**src/rtl/core/ils_divu.sv**
```systemverilog
// Radix-2 restoring remainder unit, one bit per cycle.
// Depends on nothing outside itself.
`default_nettype none
module ils_divu (
  input  wire logic        clk_i,
  input  wire logic        rst_ni,
  input  wire logic        start_i,
  input  wire logic [31:0] num_i,
  input  wire logic [31:0] den_i,
  output logic             done_o,
  output logic             zero_rem_o
);
  logic [31:0] num_q, num_d, den_q, den_d;
  logic [31:0] rem_q, rem_d;
  logic [32:0] trial;
  logic [5:0]  cnt_q, cnt_d;
  logic        busy_q, busy_d;

  // shift in one dividend bit per cycle
  always_comb begin
    num_d  = num_q;
    den_d  = den_q;
    rem_d  = rem_q;
    cnt_d  = cnt_q;
    busy_d = busy_q;
    trial  = {rem_q, num_q[31]} - {1'b0, den_q};
    if (start_i) begin
      num_d  = num_i;
      den_d  = den_i;
      rem_d  = '0;
      cnt_d  = 6'd32;
      busy_d = 1'b1;
    end else if (busy_q) begin
      num_d = {num_q[30:0], 1'b0};
      rem_d = trial[32] ? {rem_q[30:0], num_q[31]} : trial[31:0];
      cnt_d = cnt_q - 6'd1;
      if (cnt_q == 6'd1) busy_d = 1'b0;
    end
  end

  always_ff @(posedge clk_i or negedge rst_ni) begin
    if (!rst_ni) begin
      busy_q <= 1'b0;
      cnt_q  <= '0;
    end else begin
      busy_q <= busy_d;
      cnt_q  <= cnt_d;
    end
  end

  always_ff @(posedge clk_i) begin
    num_q <= num_d;
    den_q <= den_d;
    rem_q <= rem_d;
  end

  assign done_o     = busy_q && (cnt_q == 6'd1) && !start_i;
  assign zero_rem_o = (trial[32] ? {rem_q[30:0], num_q[31]} : trial[31:0]) == 32'd0;
endmodule
`default_nettype wire

```
**config.mk**
```make
export PLATFORM = sky130hd
export DESIGN_NAME = ils_divu
export DESIGN_NICKNAME = d
export VERILOG_FILES = /design/src/rtl/core/ils_divu.sv
export SDC_FILE = /design/constraint.sdc
export NUM_CORES = 1
export LEC_CHECK = 0
export ABC_AREA = 1
export BUFFER_PORTS_ARGS = -buffer_cell sky130_fd_sc_hd__clkbuf_2
export CAP_MARGIN = 20
export CORE_ASPECT_RATIO = 0.75
export CORE_MARGIN = 5
export CORE_UTILIZATION = 60
export DETAILED_ROUTE_END_ITERATION = 16
export HOLD_SLACK_MARGIN = 0.02
export PLACE_DENSITY = 0.81
export SLEW_MARGIN = 20
export SYNTH_ARGS = -nofsm -noshare
export SYNTH_HDL_FRONTEND = slang
export SYNTH_SLANG_ARGS = --single-unit
export TNS_END_PERCENT = 30
```
**constraint.sdc**
```tcl
create_clock -name clk_i -period 3.3 [get_ports clk_i]
set_input_delay 0.66 -clock clk_i [delete_from_list [all_inputs] [get_ports clk_i]]
set_output_delay 0.66 -clock clk_i [all_outputs]
set_load 0.03 [all_outputs]
```
==> reports/results.env, run 1 <==
OUTCOME='complete, but fails checks'
FAILED_CHECKS='negative setup slack'
POSTSYNTHCELLCOUNT=1009
INTERNAL_POWER_W=0.00391
DIODES=0
FIRST_ITER_VIOLATIONS=872
WORSTSETUPSTARTPOINTTYPE='flop'
CTS_INSERTED_BUFFERS=9
WORST_HOLD_PATH_TYPE='in -> async'
PLACEMENT.SETUP.WORST_SLACK_NS=-0.179
TIMING.FINAL.WS_SETUP_NS=-0.441
LAYOUT.CELLS.MOST_COMMON_LIST='sky130_fd_sc_hd__nand2_1, sky130_fd_sc_hd__inv_1, sky130_fd_sc_hd__buf_4, sky130_fd_sc_hd__clkbuf_2, sky130_fd_sc_hd__edfxtp_1'
DIE_WIDTH_UM=135
VIA_COUNT_OF_THE_FIRST_GLOBAL_ROUTING_PASS=6382
YS_FF_LATCH=103
LAYOUT.FILLER_CELLS=898
POSTPLACECELLAREA_UM2=8250
STARTING_DENSITY_PCT=60.8
YS.WARNINGS.COUNT=0
CRITICAL_PATH_ARRIVAL_NS=3.08
GLOBAL_ROUTE.OVERFLOW_TOTAL=0
TRITONCTS='done'
FINALCOREUTILIZATION_PCT=76.2
NETSWITCHINGFRACTION_PCT=45.2
ROWS=34
CTS_ROOT_BUF='sky130_fd_sc_hd__clkbuf_16'
P_LEAK_nW=4.88
CRITICALPATHCATEGORY='reg -> out'
POWER.SHARE.SEQUENTIAL_PCT=25.9
DRT_WL_TOTAL_UM=20500
GP_CONGESTION=1.00
CELLPOWERDENSITY_nW_PER_UM2=816
WORST_SLEW_MARGIN_REL_PCT=51.0
GRT_SETUP_UNREPAIRED='yes'
MAX-VDD-IR-DROP_mV=0.440
ROUTE.ANTENNA.REMAINING_NETS=0
PROPORTION_OF_SYNTHESIZED_CHIP_AREA_IN_SEQUENTIAL_CELLS_PCT=39.2
POSTSYNTHAREAPERCELL_UM2=6.92
CLOCK_H_TREE_LEVELS=3
DRIVE_ABOVE_1_SHARE_PCT=22.7
DRT_FIRST_PASS_ITERS=5
CLOCK_TREE_SKEW_AFTER_FINAL_LAYOUT_NS=0.00972
P_SWITCHING_W=0.00323
AREAGROWTHSYNTHTOFINISH_PCT=25.4
FINAL_CELL_AREA_UM2=8750
CORE_REGION_AREA_UM2=11500
PLACE.PORT_BUFFERS=68
DETAIL_ROUTE.WL_PER_CELL_UM=15.4
POWER.COMBINATIONAL.FRACTION_PCT=58.4
SYNTH.CELL_AREA_UM2=6980
CRIT_PATH_MAX_FANOUT=4
DRCVIOLATIONCOUNT=0
DP_HPWL_UM=15500
WORSTSKEWPAIRLATENCY_NS=0.36
POSTSYNTHNETCOUNT=1111
MAXCAPVIOLATIONS=0
PIN_COUNT_OF_THE_BIGGEST_NET_ENTERING_GLOBAL_ROUTING=64
BOUNDARYPINS=69
DIEAREA_UM2=13900
SETUP-VIOLATIONS-FINAL=1
KIND_OF_CAPTURE_POINT_OF_THE_WORST_SETUP_PATH='output port'
VIAS_PER_CELL=5.30
CLKTRANSATPATHREGS_NS=0.08
FINAL-MAX-SLEW-VIOLATION-COUNT=0
CLOCKPOWERSHARE_PCT=15.7
FINAL.PERIOD_UTILIZATION_PCT=113
ANTENNA_FOUND_INITIAL=0
SYNTH_CELL_TYPES=39
DR_TOTAL_VIAS=7022
GRT_FIRST_PASS_WIRELENGTH_UM=31400
CRITICAL_PATH_REQUIRED_NS=2.64
FINAL_REPORT_HOLD_VIOLATION_COUNT=0
CLOCK-SINKS=103
NUMBER_OF_BUFFERS_BETWEEN_CLOCK_ROOT_AND_THE_DEEPEST_SINK=2
LAYOUT.CELLS.MOST_COMMON='sky130_fd_sc_hd__nand2_1'
DIE_HEIGHT_UM=103
PEAK_FREQ_MHz=267
FINAL_NET_COUNT=1279
GLOBAL_ROUTE_USAGE_OVER_ALL_LAYERS_PCT=29.3
TRANSITION_TIME_AT_THE_PIN_WITH_THE_LEAST_SLEW_MARGIN_NS=0.735
MIN_PERIOD_NS=3.74
-- final timing paths --
kind / from / endpoint / slack (ns) / cells past startpoint
worst min register to register: num_q[11] / num_q[12] / 0.51 / 2
worst min-delay path: rst_ni / cnt_q[2] / 0.12 / 1
worst max-delay path: den_q[7] / zero_rem_o / -0.44 / 18
max in group asynchronous: rst_ni / busy_q / 2.99 / 1
min in group clk_i: den_i[5] / den_q[5] / 0.46 / 1
worst max register to register: num_q[31] / rem_q[4] / 0.70 / 18
-- per-stage QoR --
step / hold slack [ns] / setup TNS [ns] / instances / total power, W
2_1_floorplan: 0.364 / 0 / 1009 / 0.00407
3_3_place_gp: 0.477 / -0.117 / 1306 / 0.00560
3_5_place_dp: 0.498 / -0.179 / 1306 / 0.00563
4_1_cts: 0.120 / -0.405 / 1323 / 0.00685
5_1_grt: 0.117 / -0.624 / 1326 / 0.00759
6_report: 0.122 / -0.441 / 1326 / 0.00714
-- cell usage after synthesis, drive strengths merged --
cell | n | area, µm²
a21o | 2 | 15.0
a21oi | 25 | 148
a31oi | 28 | 175
and2 | 2 | 12.5
buf | 7 | 56.3
clkbuf | 17 | 63.8
clkinv | 1 | 3.75
dfrtp | 7 | 175
dfxtp | 32 | 641
edfxtp | 64 | 1920
fa | 1 | 20.0
ha | 34 | 425
inv | 161 | 604
nand2 | 434 | 1710
nand3 | 46 | 253
nand3b | 3 | 22.5
nand4 | 7 | 43.8
nor2 | 71 | 274
nor3 | 6 | 35.0
nor4 | 1 | 6.26
o21ai | 39 | 195
o21bai | 3 | 22.5
o22ai | 1 | 6.26
or2 | 1 | 6.26
or3b | 1 | 8.76
xnor2 | 1 | 8.76
xor2 | 14 | 123
-- power groups by stage --
stage          Clock (W)  Combinational, W  Sequential (W)
6_report         0.00112           0.00417         0.00185
5_1_grt          0.00120           0.00453         0.00186
4_1_cts          0.00113           0.00389         0.00182
3_5_place_dp           0           0.00379         0.00185
3_3_place_gp           0           0.00375         0.00184
2_1_floorplan          0           0.00232         0.00175
-- cell type report --
type | count | area, µm² | share of cell area (%)
repair buffers | 181 | 1270 | 14.5
inverters | 162 | 608 | 6.95
flip-flops and latches | 103 | 2740 | 31.3
clock inverters | 7 | 98.8 | 1.13
clock buffers | 9 | 225 | 2.57
well taps | 144 | 180 | 2.06
multi-input cells | 720 | 3620 | 41.4
-- state kept, by name, indices dropped and copies added, names as in the netlist --
signal / cells
num_q: 32
cnt_q: 6
busy_q: 1
den_q: 32
rem_q: 32
-- routing by layer --
metal	vias up	GRT usage, %	part of all wire [%]
li1	3515	-	-
met2	322	42.8	42
met3	41	8.12	11
met5	-	0	0
met1	3144	43.1	45
met4	0	7.36	1.7
-- kinds of logic (layout without fill, tap and decap cells) --
family                     after synthesis  after routing  synth area share [%]
and+or+nand+nor                        572            572                  34.0
AOI/OAI and AO/OA                       98             98                  8.05
adders and majority gates               35             35                  6.38
xor gates and xnor gates                15             15                  1.88
DFF                                    103            103                  39.2
buffers and inverters                  186            359                  10.4
-- what timing repair did --
item | 4_1_cts | 5_1_grt
pin swaps | 4 | 8
hold buffers | 0 | 0
gates cloned | 0 | 1
gates resized for setup | 16 | 20
setup buffers | 1 | 2
setup endpoints to repair | 1 | 1
-- critical path, stage by stage (launching register included) --
cell	delay, ns
sky130_fd_sc_hd__edfxtp_1	0.33
sky130_fd_sc_hd__inv_1	0.04
sky130_fd_sc_hd__ha_2	0.38
sky130_fd_sc_hd__nand2_2	0.10
sky130_fd_sc_hd__buf_4	0.16
sky130_fd_sc_hd__nor2_1	0.14
sky130_fd_sc_hd__nand3_1	0.18
sky130_fd_sc_hd__nand3b_1	0.28
sky130_fd_sc_hd__nand2_1	0.12
sky130_fd_sc_hd__nand4_1	0.09
sky130_fd_sc_hd__nand2_1	0.09
sky130_fd_sc_hd__nand2_1	0.10
sky130_fd_sc_hd__nand2_1	0.07
sky130_fd_sc_hd__nor2_2	0.12
sky130_fd_sc_hd__nand2_2	0.09
sky130_fd_sc_hd__nor2_1	0.08
sky130_fd_sc_hd__nand2_1	0.07
sky130_fd_sc_hd__nor2_2	0.11
sky130_fd_sc_hd__clkbuf_8	0.16
Power figures use the tool's default switching activity.
==> run 2, diff against run 1 <==
- CELL_PAD_IN_SITES_DETAIL_PLACEMENT: default -> 0
- CELL_PAD_IN_SITES_GLOBAL_PLACEMENT: default -> 2
- CORE_MARGIN: 5 -> default
- CORE_UTILIZATION: 60 -> 34
- PLACE_DENSITY: 0.81 -> default
- PLACE_DENSITY_LB_ADDON: default -> 0.1
==> reports/results.env, run 2 (synthesized netlist as in run 1, its figures left out) <==
OUTCOME='complete, but fails checks'
FAILED_CHECKS='negative setup slack'
ROUTE.ANTENNA.REMAINING_NETS=0  # unchanged
LAYOUT.FILLER_CELLS=2008  # +120%
CRITICAL_PATH.ENDPOINT='zero_rem_o'
FIN_WORST_HOLD_SLACK_NS=0.109  # -0.0131 ns
FINAL-MAX-SLEW-VIOLATION-COUNT=0  # unchanged
FINAL_NET_COUNT=1370  # +7.1%
CTS_INSERTED_BUFFERS=9  # unchanged
DR_TOTAL_VIAS=7021  # -0.014%
MAX-VDD-IR-DROP_mV=0.395  # -10%
REG2REG_SETUP_SLACK_NS=0.76  # +0.06 ns
GLOBAL_ROUTE.OVERFLOW_TOTAL=0  # unchanged
TIMING.CRITICAL_PATH.DEPTH=22  # +4
WORST_STAGE_DELAY_ON_THE_CRITICAL_PATH_NS=0.36  # -0.02 ns
TRITONCTS='done'
DIEAREA_UM2=21100  # +52%
STARTING_DENSITY_PCT=35.4  # -25 points
MIN_PERIOD_NS=3.74  # -0.00449 ns
DRIVE_ABOVE_1_SHARE_PCT=34.6  # +12 points
DP_HPWL_UM=17700  # +14%
MAXCAPVIOLATIONS=0  # unchanged
ANTENNA_FOUND_INITIAL=0  # unchanged
CLKTRANSATPATHREGS_NS=0.09  # about the same
CRIT_CHAIN='inv_1 > ha_2 > fa_2 > inv_2 > nand2_1 > nand2_1 > nand3_2 > nand2_4 > nand2_4 > nand2_4 > nand2_8 > nand3_4 > nand2_8 > buf_12 > nand2_4 > nand2_2 > nor2_2 > nand2_1 > nor2_1 > nand2_1 > nor2_4 > buf_8'
VIAS_PER_CELL=4.60  # -13%
DRT_WL_TOTAL_UM=22800  # +11%
GRT_FIRST_PASS_WIRELENGTH_UM=36100  # +15%
TIMING.CRITICAL_PATH.SLOWEST_STAGE_CELL='sky130_fd_sc_hd__edfxtp_1'
ROWS=44  # +29%
WORSTPATHBUFFERINVERTERCOUNT=4  # +1
WORST_SLEW_MARGIN_REL_PCT=48.7  # -2.3 points
GP_CONGESTION=0.873  # -13%
FINAL.SETUP.TNS_NS=-0.437  # +0.00449 ns
CLOCK-SINKS=103  # unchanged
CRITICAL_PATH_REQUIRED_NS=2.64  # about the same
DIE_WIDTH_UM=167  # +24%
CLOCK_TREE_SKEW_AFTER_FINAL_LAYOUT_NS=0.0150  # +0.00532 ns
TRANSITION_TIME_AT_THE_PIN_WITH_THE_LEAST_SLEW_MARGIN_NS=0.770  # +0.0346 ns
CLOCK_H_TREE_LEVELS=3  # unchanged
P_LEAK_nW=5.44  # +11%
KIND_OF_CAPTURE_POINT_OF_THE_WORST_SETUP_PATH='output port'
CRITICAL_PATH.TOP_DELAY_FAMILY='simple AND/OR/NAND/NOR gates'
DRT_FIRST_PASS_ITERS=5  # unchanged
DRCVIOLATIONCOUNT=0  # unchanged
BOUNDARYPINS=69  # unchanged
NUMBER_OF_BUFFERS_BETWEEN_CLOCK_ROOT_AND_THE_DEEPEST_SINK=2  # unchanged
PIN_COUNT_OF_THE_BIGGEST_NET_ENTERING_GLOBAL_ROUTING=65  # +1.6%
CRITICALPATHCATEGORY='reg -> out'
WORSTSKEWPAIRLATENCY_NS=0.37  # about the same
PEAK_FREQ_MHz=268  # +0.12%
GRT_SETUP_UNREPAIRED='yes'
FIRST_ITER_VIOLATIONS=483  # -45%
CRIT_PATH_START='num_q[31]'
FINAL.PERIOD_UTILIZATION_PCT=113  # -0.14 points
CORE_REGION_AREA_UM2=19700  # +72%
FINAL_REPORT_HOLD_VIOLATION_COUNT=0  # unchanged
VIA_COUNT_OF_THE_FIRST_GLOBAL_ROUTING_PASS=6704  # +5.0%
WORST_HOLD_PATH_TYPE='in -> async'
SETUP-VIOLATIONS-FINAL=1  # unchanged
FF2FF_PATH_DEPTH=20  # +2
CRITICAL_PATH_ARRIVAL_NS=3.08  # about the same
CTSHOLDBUFFERS=0  # unchanged
PLACE.PORT_BUFFERS=68  # unchanged
TIMING.FINAL.WS_SETUP_NS=-0.437  # +0.00449 ns
LAYOUT.CELLS.MOST_COMMON_LIST='sky130_fd_sc_hd__nand2_1, sky130_fd_sc_hd__buf_4, sky130_fd_sc_hd__inv_1, sky130_fd_sc_hd__clkbuf_2, sky130_fd_sc_hd__edfxtp_1'
WORSTREG2REGSTART='num_q[31]'
GLOBAL_ROUTE_USAGE_OVER_ALL_LAYERS_PCT=22.4  # -6.8 points
CTS_ROOT_BUF='sky130_fd_sc_hd__clkbuf_16'
CRIT_PATH_MAX_FANOUT=7  # +3
DIE_HEIGHT_UM=126  # +22%
POWER.TOTAL_W=0.00836  # +17%
DIODES=0  # unchanged
WORST_R2R_ENDPOINT='rem_q[0]'
REG_TOP3='den_q: 32 flops, num_q: 32 flops, rem_q: 32 flops'
LAYOUT.CELLS.MOST_COMMON='sky130_fd_sc_hd__nand2_1'
AREAGROWTHSYNTHTOFINISH_PCT=43.9
CELLPOWERDENSITY_nW_PER_UM2=832  # +2.0%
WORSTSETUPSTARTPOINTTYPE='flop'
DETAIL_ROUTE.WL_PER_CELL_UM=14.9  # -3.3%
[run 2: cell count changes in the layout (fill, tap and decap cells not counted), moves of 10 or more]
cell	before	now
sky130_fd_sc_hd__inv_2	9	19
sky130_fd_sc_hd__ha_4	2	14
sky130_fd_sc_hd__nor2_2	8	18
sky130_fd_sc_hd__ha_1	29	19
sky130_fd_sc_hd__buf_4	106	193
sky130_fd_sc_hd__nand2_4	8	20
sky130_fd_sc_hd__nor2_1	63	50
sky130_fd_sc_hd__nand2_1	400	361
sky130_fd_sc_hd__nand2_2	26	49
[run 2: routing by layer]
layer | global-route usage (%) | up-vias | part of all wire, %
met1 | 35.4 | 3190 | 55
met4 | 4.05 | 0 | 1.2
met5 | 0 | - | 0
li1 | - | 3687 | -
met3 | 3.90 | 15 | 4.4
met2 | 31.4 | 129 | 39
[run 2: how the worst min path moves through the flow]
| stage | from | endpoint | slack, ns |
|---|---|---|---|
| 6_report | rst_ni | cnt_q[5] | 0.11 |
| 4_1_cts | rst_ni | cnt_q[5] | 0.1 |
| 5_1_grt | rst_ni | cnt_q[5] | 0.11 |
| 3_3_place_gp | cnt_q[5] | cnt_q[5] | 0.48 |
| 3_5_place_dp | cnt_q[5] | cnt_q[5] | 0.48 |
| 2_1_floorplan | rst_ni | busy_q | 0.36 |
[run 2: layout make-up]
| cell class | count | area [µm²] | area share [%] |
|---|---|---|---|
| clock inverter | 7 | 101 | 1.01 |
| inverter | 162 | 608 | 6.06 |
| sequential | 103 | 2750 | 27.3 |
| timing repair buffer | 272 | 2000 | 19.9 |
| multi-input combinational | 720 | 4050 | 40.3 |
| clock buffer | 9 | 225 | 2.24 |
| tap | 253 | 317 | 3.15 |
[run 2: stage by stage]
step | utilization (%) | setup WS [ns] | area [µm²] | instances
2_1_floorplan | - | 0.0653 | 6980 | 1009
3_3_place_gp | 45.5 | -0.299 | 8970 | 1495
3_5_place_dp | 45.5 | -0.309 | 8970 | 1495
4_1_cts | 48.4 | -0.483 | 9550 | 1518
5_1_grt | 51.0 | -0.579 | 10000 | 1526
6_report | 51.0 | -0.437 | 10000 | 1526
[run 2: timing repair]
item | 4_1_cts | 5_1_grt
setup buffers | 5 | 7
gates resized for setup | 47 | 97
gates cloned | 2 | 1
pin swaps | 27 | 34
endpoints found under the setup margin | 1 | 1
[run 2: where the power goes]
part / leakage [nW] / switching (W) / internal, W / total (W)
clock: 0.157 / 0.000620 / 0.000562 / 0.00118
combinational: 4.27 / 0.00283 / 0.00249 / 0.00532
sequential: 1.01 / 0.000234 / 0.00162 / 0.00186
